`src/hdl/imu_vi_pkg.sv`:
```
// ----------------------------------------------------------------------------
// imu_vi_pkg
// Shared types and constants of the IMU velocity integrator: word formats,
// register map, multiply-accumulate control and fixed-point constants.
// ----------------------------------------------------------------------------
package imu_vi_pkg;

  // Input word: timestamp, raw accelerometer axes and orientation quaternion
  typedef struct packed {
    logic        [31:0] time_ms;
    logic signed [15:0] accel_x_raw;
    logic signed [15:0] accel_y_raw;
    logic signed [15:0] accel_z_raw;
    logic signed [15:0] quat_w;
    logic signed [15:0] quat_x;
    logic signed [15:0] quat_y;
    logic signed [15:0] quat_z;
  } in_word_t;

  // Result word
  typedef struct packed {
    logic               updated;
    logic signed [47:0] vel_x;
    logic signed [47:0] vel_y;
    logic signed [47:0] vel_z;
    logic signed [15:0] lin_acc_x;
    logic signed [15:0] lin_acc_y;
    logic signed [15:0] lin_acc_z;
  } out_word_t;

  // Register map (index = byte address / 4)
  localparam logic [1:0] REG_INTERVAL = 2'd0;
  localparam logic [1:0] REG_ALPHA    = 2'd1;
  localparam logic [1:0] REG_THRESH   = 2'd2;

  localparam logic [9:0]  INTERVAL_RST = 10'd10;
  localparam logic [16:0] ALPHA_RST    = 17'd32768;
  localparam logic [14:0] THRESH_RST   = 15'd128;

  typedef struct packed {
    logic [9:0]  interval;
    logic [16:0] alpha;
    logic [14:0] thresh;
  } cfg_t;

  // Shared multiply-accumulate unit
  localparam int unsigned MAC_A_W = 36;
  localparam int unsigned MAC_B_W = 25;
  localparam int unsigned ACC_W   = 48;

  typedef enum logic [1:0] {
    MAC_LOAD,
    MAC_ADD,
    MAC_SUB
  } mac_mode_e;

  typedef struct packed {
    logic                      en;
    mac_mode_e                 mode;
    logic signed [MAC_A_W-1:0] a;
    logic signed [MAC_B_W-1:0] b;
  } mac_ctrl_t;

  // Fixed-point constants
  localparam logic signed [MAC_B_W-1:0] RAW_TO_Q28 = 25'sd16384;   // 1 g in Q.28 / raw LSB
  localparam logic signed [MAC_B_W-1:0] G_SCALE    = 25'sd981;     // 9.81 * 100
  // ceil(2^29 / 100): exact floor(x / 100) for x below 2^22
  localparam logic signed [MAC_B_W-1:0] RECIP_100  = 25'sd5368710;
  localparam int unsigned RECIP_SHIFT = 29;
  localparam logic [26:0] ROUND_X    = 27'd50;       // half of 100 after the 2^20 shift
  localparam logic [26:0] SAT_X      = 27'd3276800;  // 100 * 32768
  localparam logic [16:0] ALPHA_ONE  = 17'd65536;
  localparam logic [15:0] DT_CAP     = 16'hFFFF;

endpackage

```
`src/hdl/imu_vi_cfg.sv`:
```
// ----------------------------------------------------------------------------
// imu_vi_cfg
// APB-style register block: sample interval, smoothing weight, noise deadband.
// ----------------------------------------------------------------------------
module imu_vi_cfg (
  input  logic               clk_i,
  input  logic               rst_ni,
  input  logic               psel,
  input  logic               penable,
  input  logic               pwrite,
  input  logic [3:0]         paddr,
  input  logic [31:0]        pwdata,
  output logic [31:0]        prdata,
  output logic               pready,
  output imu_vi_pkg::cfg_t   cfg_o
);
  import imu_vi_pkg::*;

  logic [1:0] idx;
  logic       wr_en;
  cfg_t       cfg_q;

  assign idx    = paddr[3:2];
  assign wr_en  = psel && penable && pwrite;
  assign pready = 1'b1;
  assign cfg_o  = cfg_q;

  always_ff @(posedge clk_i or negedge rst_ni) begin
    if (!rst_ni) begin
      cfg_q.interval <= INTERVAL_RST;
      cfg_q.alpha    <= ALPHA_RST;
      cfg_q.thresh   <= THRESH_RST;
    end else if (wr_en) begin
      case (idx)
        REG_INTERVAL: cfg_q.interval <= pwdata[9:0];
        REG_ALPHA:    cfg_q.alpha    <= pwdata[16:0];
        REG_THRESH:   cfg_q.thresh   <= pwdata[14:0];
        default:      ;
      endcase
    end
  end

  always_comb begin
    case (idx)
      REG_INTERVAL: prdata = {22'd0, cfg_q.interval};
      REG_ALPHA:    prdata = {15'd0, cfg_q.alpha};
      REG_THRESH:   prdata = {17'd0, cfg_q.thresh};
      default:      prdata = '0;
    endcase
  end

endmodule

```
`src/hdl/imu_vi_mac.sv`:
```
// ----------------------------------------------------------------------------
// imu_vi_mac
// Shared signed multiply-accumulate unit: while enabled, load, add or
// subtract one product per cycle into a 48-bit accumulator.
// ----------------------------------------------------------------------------
module imu_vi_mac (
  input  logic                                   clk_i,
  input  imu_vi_pkg::mac_ctrl_t                  ctrl_i,
  output logic signed [imu_vi_pkg::ACC_W-1:0]    acc_o
);
  import imu_vi_pkg::*;

  logic signed [MAC_A_W+MAC_B_W-1:0] prod;
  logic signed [ACC_W-1:0]           prod_t;
  logic signed [ACC_W-1:0]           acc_d;
  logic signed [ACC_W-1:0]           acc_q;

  assign prod   = $signed(ctrl_i.a) * $signed(ctrl_i.b);
  assign prod_t = prod[ACC_W-1:0];
  assign acc_o  = acc_q;

  always_comb begin
    case (ctrl_i.mode)
      MAC_LOAD: acc_d = prod_t;
      MAC_ADD:  acc_d = acc_q + prod_t;
      MAC_SUB:  acc_d = acc_q - prod_t;
      default:  acc_d = acc_q;
    endcase
  end

  always_ff @(posedge clk_i) begin
    if (ctrl_i.en) begin
      acc_q <= acc_d;
    end
  end

endmodule

```
`src/hdl/imu_vi_ctrl.sv`:
```
// ----------------------------------------------------------------------------
// imu_vi_ctrl
// Sequencer and state of the integrator: steps the shared MAC through
// gravity removal, scaling, smoothing and velocity update; holds the result.
// ----------------------------------------------------------------------------
module imu_vi_ctrl (
  input  logic                                clk_i,
  input  logic                                rst_ni,
  input  imu_vi_pkg::cfg_t                    cfg_i,
  input  logic                                in_valid_i,
  output logic                                in_stall_o,
  input  imu_vi_pkg::in_word_t                in_word_i,
  output logic                                out_valid_o,
  input  logic                                out_stall_i,
  output imu_vi_pkg::out_word_t               out_word_o,
  output imu_vi_pkg::mac_ctrl_t               mac_o,
  input  logic signed [imu_vi_pkg::ACC_W-1:0] acc_i
);
  import imu_vi_pkg::*;

  localparam logic [3:0] S_IDLE  = 4'd0;
  localparam logic [3:0] S_CHECK = 4'd1;
  localparam logic [3:0] S_GRAV  = 4'd2;
  localparam logic [3:0] S_SCALE = 4'd3;
  localparam logic [3:0] S_RND   = 4'd4;
  localparam logic [3:0] S_DIV   = 4'd5;
  localparam logic [3:0] S_FIN   = 4'd6;
  localparam logic [3:0] S_SM0   = 4'd7;
  localparam logic [3:0] S_SM1   = 4'd8;
  localparam logic [3:0] S_SMR   = 4'd9;
  localparam logic [3:0] S_VMUL  = 4'd10;
  localparam logic [3:0] S_VADD  = 4'd11;
  localparam logic [3:0] S_DONE  = 4'd12;

  localparam logic [1:0] AXIS_Z  = 2'd2;

  logic [3:0]  state_q, state_d;
  logic [1:0]  axis_q;
  logic [2:0]  op_q;
  in_word_t    in_q;
  logic [15:0] dt_q;
  logic [31:0] last_q;
  logic        upd_q;
  logic        neg_q, sat_q;
  logic [21:0] x_q;
  logic signed [15:0] lin_q    [3];
  logic signed [15:0] smooth_q [3];
  logic signed [47:0] vel_q    [3];
  out_word_t   out_q;
  logic        out_valid_q;

  logic        accept;
  logic        load_out;
  logic [31:0] dt_full;
  logic        early;
  logic        grav_last;
  logic signed [15:0] raw_sel;
  logic [16:0] alpha_eff;

  // rounding of the scaled acceleration
  logic        p_neg;
  logic [47:0] p_mag;
  logic [26:0] x_full;

  // quotient, clamp and deadband
  logic [14:0] quo;
  logic signed [15:0] a_val;
  logic [15:0] a_mag;
  logic        dead;

  // smoothing round
  logic        t_neg;
  logic [47:0] t_mag;
  logic [16:0] qs;
  logic signed [15:0] s_val;

  // velocity update
  logic        clear_v;
  logic signed [47:0] v_base;
  logic signed [48:0] v_sum;
  logic signed [47:0] v_sat;

  out_word_t   out_d;

  assign accept      = in_valid_i && !in_stall_o;
  assign in_stall_o  = (state_q != S_IDLE);
  assign load_out    = (state_q == S_DONE) && (!out_valid_q || !out_stall_i);
  assign out_valid_o = out_valid_q;
  assign out_word_o  = out_q;

  assign dt_full = in_q.time_ms - last_q;
  assign early   = dt_full < {22'd0, cfg_i.interval};

  assign alpha_eff = (cfg_i.alpha > ALPHA_ONE) ? ALPHA_ONE : cfg_i.alpha;

  always_comb begin
    case (axis_q)
      2'd0:    raw_sel = in_q.accel_x_raw;
      2'd1:    raw_sel = in_q.accel_y_raw;
      default: raw_sel = in_q.accel_z_raw;
    endcase
  end

  // MAC operand selection
  always_comb begin
    mac_o      = '{en: 1'b0, mode: MAC_LOAD, a: '0, b: '0};
    grav_last  = 1'b0;
    case (state_q)
      S_GRAV: begin
        mac_o.en = 1'b1;
        if (op_q == 3'd0) begin
          mac_o.mode = MAC_LOAD;
          mac_o.a    = MAC_A_W'(raw_sel);
          mac_o.b    = RAW_TO_Q28;
        end else begin
          case (axis_q)
            2'd0: begin
              // d = raw - 2(qx*qz - qw*qy)
              grav_last = (op_q == 3'd2);
              if (op_q == 3'd1) begin
                mac_o.mode = MAC_SUB;
                mac_o.a    = MAC_A_W'(in_q.quat_x) <<< 1;
                mac_o.b    = MAC_B_W'(in_q.quat_z);
              end else begin
                mac_o.mode = MAC_ADD;
                mac_o.a    = MAC_A_W'(in_q.quat_w) <<< 1;
                mac_o.b    = MAC_B_W'(in_q.quat_y);
              end
            end
            2'd1: begin
              // d = raw - 2(qw*qx + qy*qz)
              grav_last  = (op_q == 3'd2);
              mac_o.mode = MAC_SUB;
              if (op_q == 3'd1) begin
                mac_o.a = MAC_A_W'(in_q.quat_w) <<< 1;
                mac_o.b = MAC_B_W'(in_q.quat_x);
              end else begin
                mac_o.a = MAC_A_W'(in_q.quat_y) <<< 1;
                mac_o.b = MAC_B_W'(in_q.quat_z);
              end
            end
            default: begin
              // d = raw - (qw^2 - qx^2 - qy^2 + qz^2)
              grav_last = (op_q == 3'd4);
              case (op_q)
                3'd1: begin
                  mac_o.mode = MAC_SUB;
                  mac_o.a    = MAC_A_W'(in_q.quat_w);
                  mac_o.b    = MAC_B_W'(in_q.quat_w);
                end
                3'd2: begin
                  mac_o.mode = MAC_ADD;
                  mac_o.a    = MAC_A_W'(in_q.quat_x);
                  mac_o.b    = MAC_B_W'(in_q.quat_x);
                end
                3'd3: begin
                  mac_o.mode = MAC_ADD;
                  mac_o.a    = MAC_A_W'(in_q.quat_y);
                  mac_o.b    = MAC_B_W'(in_q.quat_y);
                end
                default: begin
                  mac_o.mode = MAC_SUB;
                  mac_o.a    = MAC_A_W'(in_q.quat_z);
                  mac_o.b    = MAC_B_W'(in_q.quat_z);
                end
              endcase
            end
          endcase
        end
      end
      S_SCALE: begin
        mac_o.en   = 1'b1;
        mac_o.mode = MAC_LOAD;
        mac_o.a    = acc_i[MAC_A_W-1:0];
        mac_o.b    = G_SCALE;
      end
      S_DIV: begin
        mac_o.en   = 1'b1;
        mac_o.mode = MAC_LOAD;
        mac_o.a    = MAC_A_W'(x_q);
        mac_o.b    = RECIP_100;
      end
      S_SM0: begin
        mac_o.en   = 1'b1;
        mac_o.mode = MAC_LOAD;
        mac_o.a    = MAC_A_W'(alpha_eff);
        mac_o.b    = MAC_B_W'(lin_q[axis_q]);
      end
      S_SM1: begin
        mac_o.en   = 1'b1;
        mac_o.mode = MAC_ADD;
        mac_o.a    = MAC_A_W'(ALPHA_ONE - alpha_eff);
        mac_o.b    = MAC_B_W'(smooth_q[axis_q]);
      end
      S_VMUL: begin
        mac_o.en   = 1'b1;
        mac_o.mode = MAC_LOAD;
        mac_o.a    = MAC_A_W'(smooth_q[axis_q]);
        mac_o.b    = MAC_B_W'(dt_q);
      end
      default: ;
    endcase
  end

  // |d*981| / 2^20 plus 50, so the divide by 100 rounds half up; saturate flag for results beyond 16 bits
  always_comb begin
    p_neg  = acc_i[47];
    p_mag  = p_neg ? 48'(-acc_i) : 48'(acc_i);
    x_full = p_mag[46:20] + ROUND_X;
  end

  // Quotient by 100, clamp and deadband
  always_comb begin
    quo = acc_i[RECIP_SHIFT+14:RECIP_SHIFT];
    if (sat_q) begin
      a_val = neg_q ? 16'sh8000 : 16'sh7FFF;
      a_mag = neg_q ? 16'h8000 : 16'h7FFF;
    end else begin
      a_val = neg_q ? -$signed({1'b0, quo}) : $signed({1'b0, quo});
      a_mag = {1'b0, quo};
    end
    dead = a_mag < {1'b0, cfg_i.thresh};
  end

  // Smoothing: round t / 65536 to nearest, ties away from zero
  always_comb begin
    t_neg = acc_i[47];
    t_mag = t_neg ? 48'(-acc_i) : 48'(acc_i);
    qs    = 17'((t_mag[32:0] + 33'd32768) >> 16);
    if (t_neg) begin
      s_val = 16'(-$signed({1'b0, qs}));
    end else if (qs > 17'd32767) begin
      s_val = 16'sh7FFF;
    end else begin
      s_val = $signed(qs[15:0]);
    end
  end

  // Velocity: add s*dt to the (possibly cleared) velocity, saturate to 48 bits
  always_comb begin
    clear_v = (lin_q[0] == 16'sd0) && (lin_q[1] == 16'sd0);
    v_base  = clear_v ? 48'sd0 : vel_q[axis_q];
    v_sum   = 49'(v_base) + 49'(acc_i);
    if (v_sum[48] != v_sum[47]) begin
      v_sat = v_sum[48] ? {1'b1, 47'd0} : {1'b0, {47{1'b1}}};
    end else begin
      v_sat = v_sum[47:0];
    end
  end

  always_comb begin
    out_d.updated   = upd_q;
    out_d.vel_x     = vel_q[0];
    out_d.vel_y     = vel_q[1];
    out_d.vel_z     = vel_q[2];
    out_d.lin_acc_x = smooth_q[0];
    out_d.lin_acc_y = smooth_q[1];
    out_d.lin_acc_z = smooth_q[2];
  end

  always_comb begin
    state_d = state_q;
    case (state_q)
      S_IDLE:  if (accept) state_d = S_CHECK;
      S_CHECK: state_d = early ? S_DONE : S_GRAV;
      S_GRAV:  if (grav_last) state_d = S_SCALE;
      S_SCALE: state_d = S_RND;
      S_RND:   state_d = S_DIV;
      S_DIV:   state_d = S_FIN;
      S_FIN:   state_d = (axis_q == AXIS_Z) ? S_SM0 : S_GRAV;
      S_SM0:   state_d = S_SM1;
      S_SM1:   state_d = S_SMR;
      S_SMR:   state_d = S_VMUL;
      S_VMUL:  state_d = S_VADD;
      S_VADD:  state_d = (axis_q == AXIS_Z) ? S_DONE : S_SM0;
      S_DONE:  if (load_out) state_d = S_IDLE;
      default: state_d = S_IDLE;
    endcase
  end

  // Control and model state
  always_ff @(posedge clk_i or negedge rst_ni) begin
    if (!rst_ni) begin
      state_q     <= S_IDLE;
      axis_q      <= 2'd0;
      op_q        <= 3'd0;
      upd_q       <= 1'b0;
      out_valid_q <= 1'b0;
      last_q      <= '0;
      for (int i = 0; i < 3; i++) begin
        vel_q[i]    <= '0;
        smooth_q[i] <= '0;
      end
    end else begin
      state_q <= state_d;
      case (state_q)
        S_CHECK: begin
          upd_q  <= !early;
          axis_q <= 2'd0;
          op_q   <= 3'd0;
          if (!early) last_q <= in_q.time_ms;
        end
        S_GRAV: op_q <= grav_last ? 3'd0 : op_q + 3'd1;
        S_FIN: axis_q <= (axis_q == AXIS_Z) ? 2'd0 : axis_q + 2'd1;
        S_SMR: smooth_q[axis_q] <= s_val;
        S_VADD: begin
          vel_q[axis_q] <= v_sat;
          axis_q        <= (axis_q == AXIS_Z) ? 2'd0 : axis_q + 2'd1;
        end
        default: ;
      endcase
      if (load_out) begin
        out_valid_q <= 1'b1;
      end else if (!out_stall_i) begin
        out_valid_q <= 1'b0;
      end
    end
  end

  // Payload registers
  always_ff @(posedge clk_i) begin
    if (accept) in_q <= in_word_i;
    if (state_q == S_CHECK) dt_q <= (|dt_full[31:16]) ? DT_CAP : dt_full[15:0];
    if (state_q == S_RND) begin
      neg_q <= p_neg;
      sat_q <= x_full >= SAT_X;
      x_q   <= x_full[21:0];
    end
    if (state_q == S_FIN) lin_q[axis_q] <= dead ? 16'sd0 : a_val;
    if (load_out) out_q <= out_d;
  end

  // Unsaturated quotient must fit 15 bits after the reciprocal multiply
  a_quo_fits: assert property (@(posedge clk_i) disable iff (!rst_ni)
    (state_q == S_FIN && !sat_q) |-> (acc_i[47:44] == 4'd0))
    else $error("quotient by 100 overflowed 15 bits");

  // An early word leaves the timestamp alone and goes straight to the result
  a_early_skip: assert property (@(posedge clk_i) disable iff (!rst_ni)
    (state_q == S_CHECK && early) |=> (state_q == S_DONE && $stable(last_q) && !upd_q))
    else $error("early word advanced the state");

  // Axis counter stays on the three axes
  a_axis_range: assert property (@(posedge clk_i) disable iff (!rst_ni)
    axis_q != 2'd3)
    else $error("axis counter out of range");

  // A finished result is not dropped while the output register still holds one
  a_no_overwrite: assert property (@(posedge clk_i) disable iff (!rst_ni)
    (state_q == S_DONE && out_valid_q && out_stall_i) |=> (state_q == S_DONE))
    else $error("result left the sequencer while output was stalled");

endmodule

```
`src/hdl/imu_velocity_integrator.sv`:
```
// ----------------------------------------------------------------------------
// imu_velocity_integrator
// Gravity-compensated accelerometer velocity integrator with APB-style
// configuration and valid/stall word channels.
// ----------------------------------------------------------------------------
// Each input word takes a millisecond timestamp, raw accelerometer axes
// (16384 LSB per g) and an orientation quaternion in Q1.14, and gives exactly
// one result word. A word that arrives less than sample_interval_ms after the
// last taken sample returns updated = 0 with the current velocities and
// smoothed accelerations; that word goes from S_CHECK straight to S_DONE,
// and the next word can be taken once its result is in the output register.
// Any other word removes gravity, scales to Q8.8 m/s^2, applies the deadband,
// clears the velocities when X and Y both read zero, smooths each axis and
// integrates into saturating 48-bit velocities in 1/256 mm/s. Every product
// goes through a single 36 x 25 bit multiply-accumulate unit, one product
// per cycle while it is enabled: 8 products for gravity removal plus 3 per
// axis for scaling and the divide by 100, and 3 per axis for smoothing and
// integration. The input is stalled while a word is in work; a finished
// result sits in an output register, so the next word is taken while the
// previous result waits on out_stall_i. Registers sit at byte addresses 0
// (sample_interval_ms), 4 (smoothing_alpha) and 8 (noise_threshold); write
// them only while the block is idle.
// ----------------------------------------------------------------------------
module imu_velocity_integrator (
  input  logic                    clk_i,
  input  logic                    rst_ni,
  // input word channel
  input  logic                    in_valid_i,
  output logic                    in_stall_o,
  input  imu_vi_pkg::in_word_t    in_word_i,
  // result word channel
  output logic                    out_valid_o,
  input  logic                    out_stall_i,
  output imu_vi_pkg::out_word_t   out_word_o,
  // configuration port
  input  logic                    psel,
  input  logic                    penable,
  input  logic                    pwrite,
  input  logic [3:0]              paddr,
  input  logic [31:0]             pwdata,
  output logic [31:0]             prdata,
  output logic                    pready
);
  import imu_vi_pkg::*;

  cfg_t                    cfg;
  mac_ctrl_t               mac_ctrl;
  logic signed [ACC_W-1:0] mac_acc;

  // Configuration registers
  imu_vi_cfg u_cfg (
    .clk_i   (clk_i),
    .rst_ni  (rst_ni),
    .psel    (psel),
    .penable (penable),
    .pwrite  (pwrite),
    .paddr   (paddr),
    .pwdata  (pwdata),
    .prdata  (prdata),
    .pready  (pready),
    .cfg_o   (cfg)
  );

  // Shared multiply-accumulate unit; every product of the algorithm goes here
  imu_vi_mac u_mac (
    .clk_i  (clk_i),
    .ctrl_i (mac_ctrl),
    .acc_o  (mac_acc)
  );

  // Sequencer, model state and output register
  imu_vi_ctrl u_ctrl (
    .clk_i       (clk_i),
    .rst_ni      (rst_ni),
    .cfg_i       (cfg),
    .in_valid_i  (in_valid_i),
    .in_stall_o  (in_stall_o),
    .in_word_i   (in_word_i),
    .out_valid_o (out_valid_o),
    .out_stall_i (out_stall_i),
    .out_word_o  (out_word_o),
    .mac_o       (mac_ctrl),
    .acc_i       (mac_acc)
  );

endmodule
```
`config.mk`:
```
export PLATFORM = sky130hd
export DESIGN_NAME = imu_velocity_integrator
export DESIGN_NICKNAME = d
export VERILOG_FILES = /design/src/hdl/imu_vi_pkg.sv /design/src/hdl/imu_vi_cfg.sv /design/src/hdl/imu_vi_mac.sv /design/src/hdl/imu_vi_ctrl.sv /design/src/hdl/imu_velocity_integrator.sv
export SDC_FILE = /design/constraint.sdc
export NUM_CORES = 2
export LEC_CHECK = 0
export ABC_AREA = 1
export BUFFER_PORTS_ARGS = -buffer_cell sky130_fd_sc_hd__buf_4
export CAP_MARGIN = 20
export CORE_AREA = 2 2 419 421
export DETAILED_ROUTE_END_ITERATION = 7
export DIE_AREA = 0 0 421 423
export GPL_TIMING_DRIVEN = 0
export PLACE_DENSITY = 0.68
export SLEW_MARGIN = 20
export SYNTH_ARGS = -nofsm -noshare
export SYNTH_HDL_FRONTEND = slang
export SYNTH_SLANG_ARGS = --single-unit
```
`constraint.sdc`:
```
create_clock -name clk_i -period 19.13 [get_ports clk_i]
set_input_delay 1.913 -clock clk_i [delete_from_list [all_inputs] [get_ports clk_i]]
set_output_delay 1.913 -clock clk_i [all_outputs]
set_load 0.01 [all_outputs]
```
==> flow_metrics.env <==
export IMPL_drt_iter0_markers=6636
export IMPL_die_h_um=423
export IMPL_status="complete, no violations"
export IMPL_ys_flop_type="edfxtp_1"
export IMPL_worstMarginPinSlew_ps=1240
export IMPL_port_buffers=381
export IMPL_antenna_found_initial=12
export IMPL_core_mm2=0.173
export IMPL_drc=0
export IMPL_dpl_hpwl_um=217000
export IMPL_ys_ff_latch=766
export IMPL_cp_end_kind="flip-flop"
export IMPL_cts_made_buffers=81
export IMPL_crit_start="u_ctrl.axis_q[1]"
export IMPL_crit_required_ps=19530
export IMPL_drt_pass1_iter_count=8
export IMPL_dp_cells=11400
export IMPL_area_growth_pct=12.9
export IMPL_max_slew_margin_pct=16.7
export IMPL_slowest_stage="clkbuf_1"
export IMPL_path_max_fanout=10
export IMPL_r2r_cells=52
export IMPL_fin_tns_setup_ps=0
export IMPL_grt_start_max_net_pins=98
export IMPL_die_x_um=421
export IMPL_fmax_mhz=67.7
export IMPL_rsz0062_at_grt="false"
export IMPL_routed_wl_um=261000
export IMPL_vias=61400
export IMPL_period_minus_slack_ps=14780
export IMPL_grt_first_pass_wirelength_um=388000
export IMPL_routedWlPerCell_um=22.5
export IMPL_fillCellCount=17100
export IMPL_synth_area_mm2=0.0708
export IMPL_final_net_count=10400
export IMPL_hold_viol=0
export IMPL_maxCapViolations=0
export IMPL_fp_row_count=153
export IMPL_cpPeakStageDelay_ps=900
export IMPL_worstSetupStartpointType="flip-flop"
export IMPL_yosys_warnings=0
export IMPL_path_class="flip-flop to flip-flop"
export IMPL_async_reset_ff_share_pct=36.2
export IMPL_hold_class="flip-flop to flip-flop"
export IMPL_die_area_mm2=0.178
export IMPL_finalWorstSetupSlack_ps=4350
export IMPL_synth_distinct_cells=77
export IMPL_track_usage_pct=28.9
export IMPL_cts_max_path_buffers=3
export IMPL_cts_htree_levels=3
export IMPL_finalSetupViolations=0
export IMPL_syn_area_per_cell_um2=8.15
export IMPL_syn_inst=8689
export IMPL_viasPerCell=5.30
export IMPL_fin_crit_sh_pct=77.2
export IMPL_detail_route_antenna_nets=0
export IMPL_synth_seq_area_share_pct=30.5
export IMPL_instances_no_fill=11600
export IMPL_gp_congestion=0.984
export IMPL_clock_latency_ps=700
export IMPL_ios=415
export IMPL_cts_hold_buf=0
export IMPL_drv_slew=0
export IMPL_finClkSkew_ps=55.0
export IMPL_cp_common_cell="nand2_1"
export IMPL_min_from="u_ctrl.out_d[6]"
export IMPL_whs_path_depth=0
export IMPL_grt_overflow_total=0
export IMPL_root_buffer="clkbuf_16"
export IMPL_grt_pass1_vias=60800
export IMPL_cts_tree="done"
export IMPL_synth_edf_count=489
export IMPL_layout_drive_gt1_share_pct=8.48
export IMPL_rr_startpoint="u_ctrl.axis_q[1]"
export IMPL_cts_num_sinks=766
export IMPL_final_util_pct=46.1
export IMPL_cp_data_arrival_time_ps=15170
export IMPL_clk_pin_slew_ps=70
export IMPL_dp_slack_ps=4670
export IMPL_start_util_pct=40.9
export IMPL_cts_resized=0
export IMPL_cts_setup_buffers=0
[cells in the mapped netlist, drive strengths merged (12+ instances only)]
| master | instances | area, µm² |
|---|---|---|
| a21o | 15 | 113 |
| a21oi | 290 | 1460 |
| a22oi | 20 | 150 |
| a31oi | 100 | 626 |
| buf | 119 | 673 |
| clkbuf | 158 | 593 |
| clkinv | 12 | 45.0 |
| dfrtp | 273 | 6830 |
| edfxtp | 489 | 14700 |
| fa | 743 | 14900 |
| ha | 311 | 3890 |
| inv | 1758 | 6600 |
| nand2 | 2410 | 9180 |
| nand3 | 310 | 1640 |
| nand3b | 14 | 105 |
| nand4 | 83 | 526 |
| nor2 | 731 | 2870 |
| nor3 | 52 | 282 |
| nor4 | 20 | 131 |
| o211ai | 24 | 185 |
| o21a | 21 | 158 |
| o21ai | 316 | 1630 |
| o21bai | 16 | 124 |
| o221ai | 41 | 359 |
| o22ai | 29 | 181 |
| or2 | 29 | 184 |
| xnor2 | 67 | 594 |
| xor2 | 160 | 1420 |
[routing by layer]
layer  vias to the layer above  track usage [%]  part of all wire (%)
met3                       549             4.15                   8.0
li1                      28000                -                     -
met1                     30000             39.1                    42
met4                         8             11.5                   4.5
met2                      2870             46.8                    46
met5                         -                0                 0.035
[cell families (layout without fill, tap and decap cells)]
kind of cell             Yosys count  in the layout  synth area share (%)
buffers and inverters           2047           2598                  11.2
adder cells (fa/ha/maj)         1054           1054                  26.5
XOR/XNOR                         227            227                  2.85
other                              2             25                0.0106
flip-flops                       766            766                  30.5
AND/OR/NAND/NOR                 3660           3660                  21.2
AO/OA/AOI/OAI                    933            933                  7.77
[path summary, 6_finish.rpt]
path	end	slack, ps
max	u_mac.acc_o[47]	4350
min	u_ctrl.out_word_o[6]	440
max reg2reg	u_mac.acc_o[47]	4350
min reg2reg	u_ctrl.out_word_o[6]	440
max in group asynchronous	u_ctrl.last_q[31]	16820
min in group asynchronous	u_ctrl.out_d[188]	1100
[sequential cells by signal, summed over array words and instances, names as in the netlist, 22 cells and up]
signal,cells
u_ctrl.lin_q,64
u_cfg.cfg_o,42
u_ctrl.out_d,192
u_ctrl.in_q,144
u_ctrl.x_q,22
u_ctrl.out_word_o,193
u_ctrl.last_q,32
u_mac.acc_o,48
[worst max-delay path: cells and delay by family (launching register included)]
| kind | cells | cell delay [ps] |
|---|---|---|
| flops | 1 | 480 |
| simple gates | 23 | 3660 |
| compound gates | 9 | 2500 |
| buf+inv | 11 | 3430 |
| fa+ha+maj | 9 | 4400 |
[final cells by class]
cell class	count	area (µm²)	share of cell area, %
Inverter	1770	6650	8.32
Sequential cell	766	21600	27.1
Antenna cell	9	22.5	0.0282
Clock buffer	113	2260	2.83
Multi-Input combinational cell	5890	41400	51.8
Tap cell	2325	2910	3.64
Timing Repair Buffer	400	3290	4.12
Buffer	277	1270	1.59
Clock inverter	38	510	0.639
[cells in the final DEF, fill, tap and decap left out, types with 49 or more instances in the layout]
cell type / n
a21oi_1: 287
a31oi_1: 100
buf_2: 52
buf_4: 410
clkbuf_1: 180
clkbuf_16: 83
dfrtp_1: 273
edfxtp_1: 489
fa_1: 743
ha_1: 311
inv_1: 1733
nand2_1: 2369
nand3_1: 296
nand4_1: 82
nor2_1: 694
nor3_1: 49
o21ai_0: 277
xnor2_1: 66
xor2_1: 157
[through the flow]
| step | hold WS [ps] | cell area, µm² |
|---|---|---|
| finish | 438 | 79900 |
| detailed placement | 440 | 77100 |
| global route | 433 | 79900 |
| floorplan | 425 | 70900 |
| global placement | 433 | 76600 |
| CTS | 437 | 79900 |
Power is left out: the tool's default activity adds up to more than one toggle a clock period on the data nets, which glitch-free logic cannot reach.
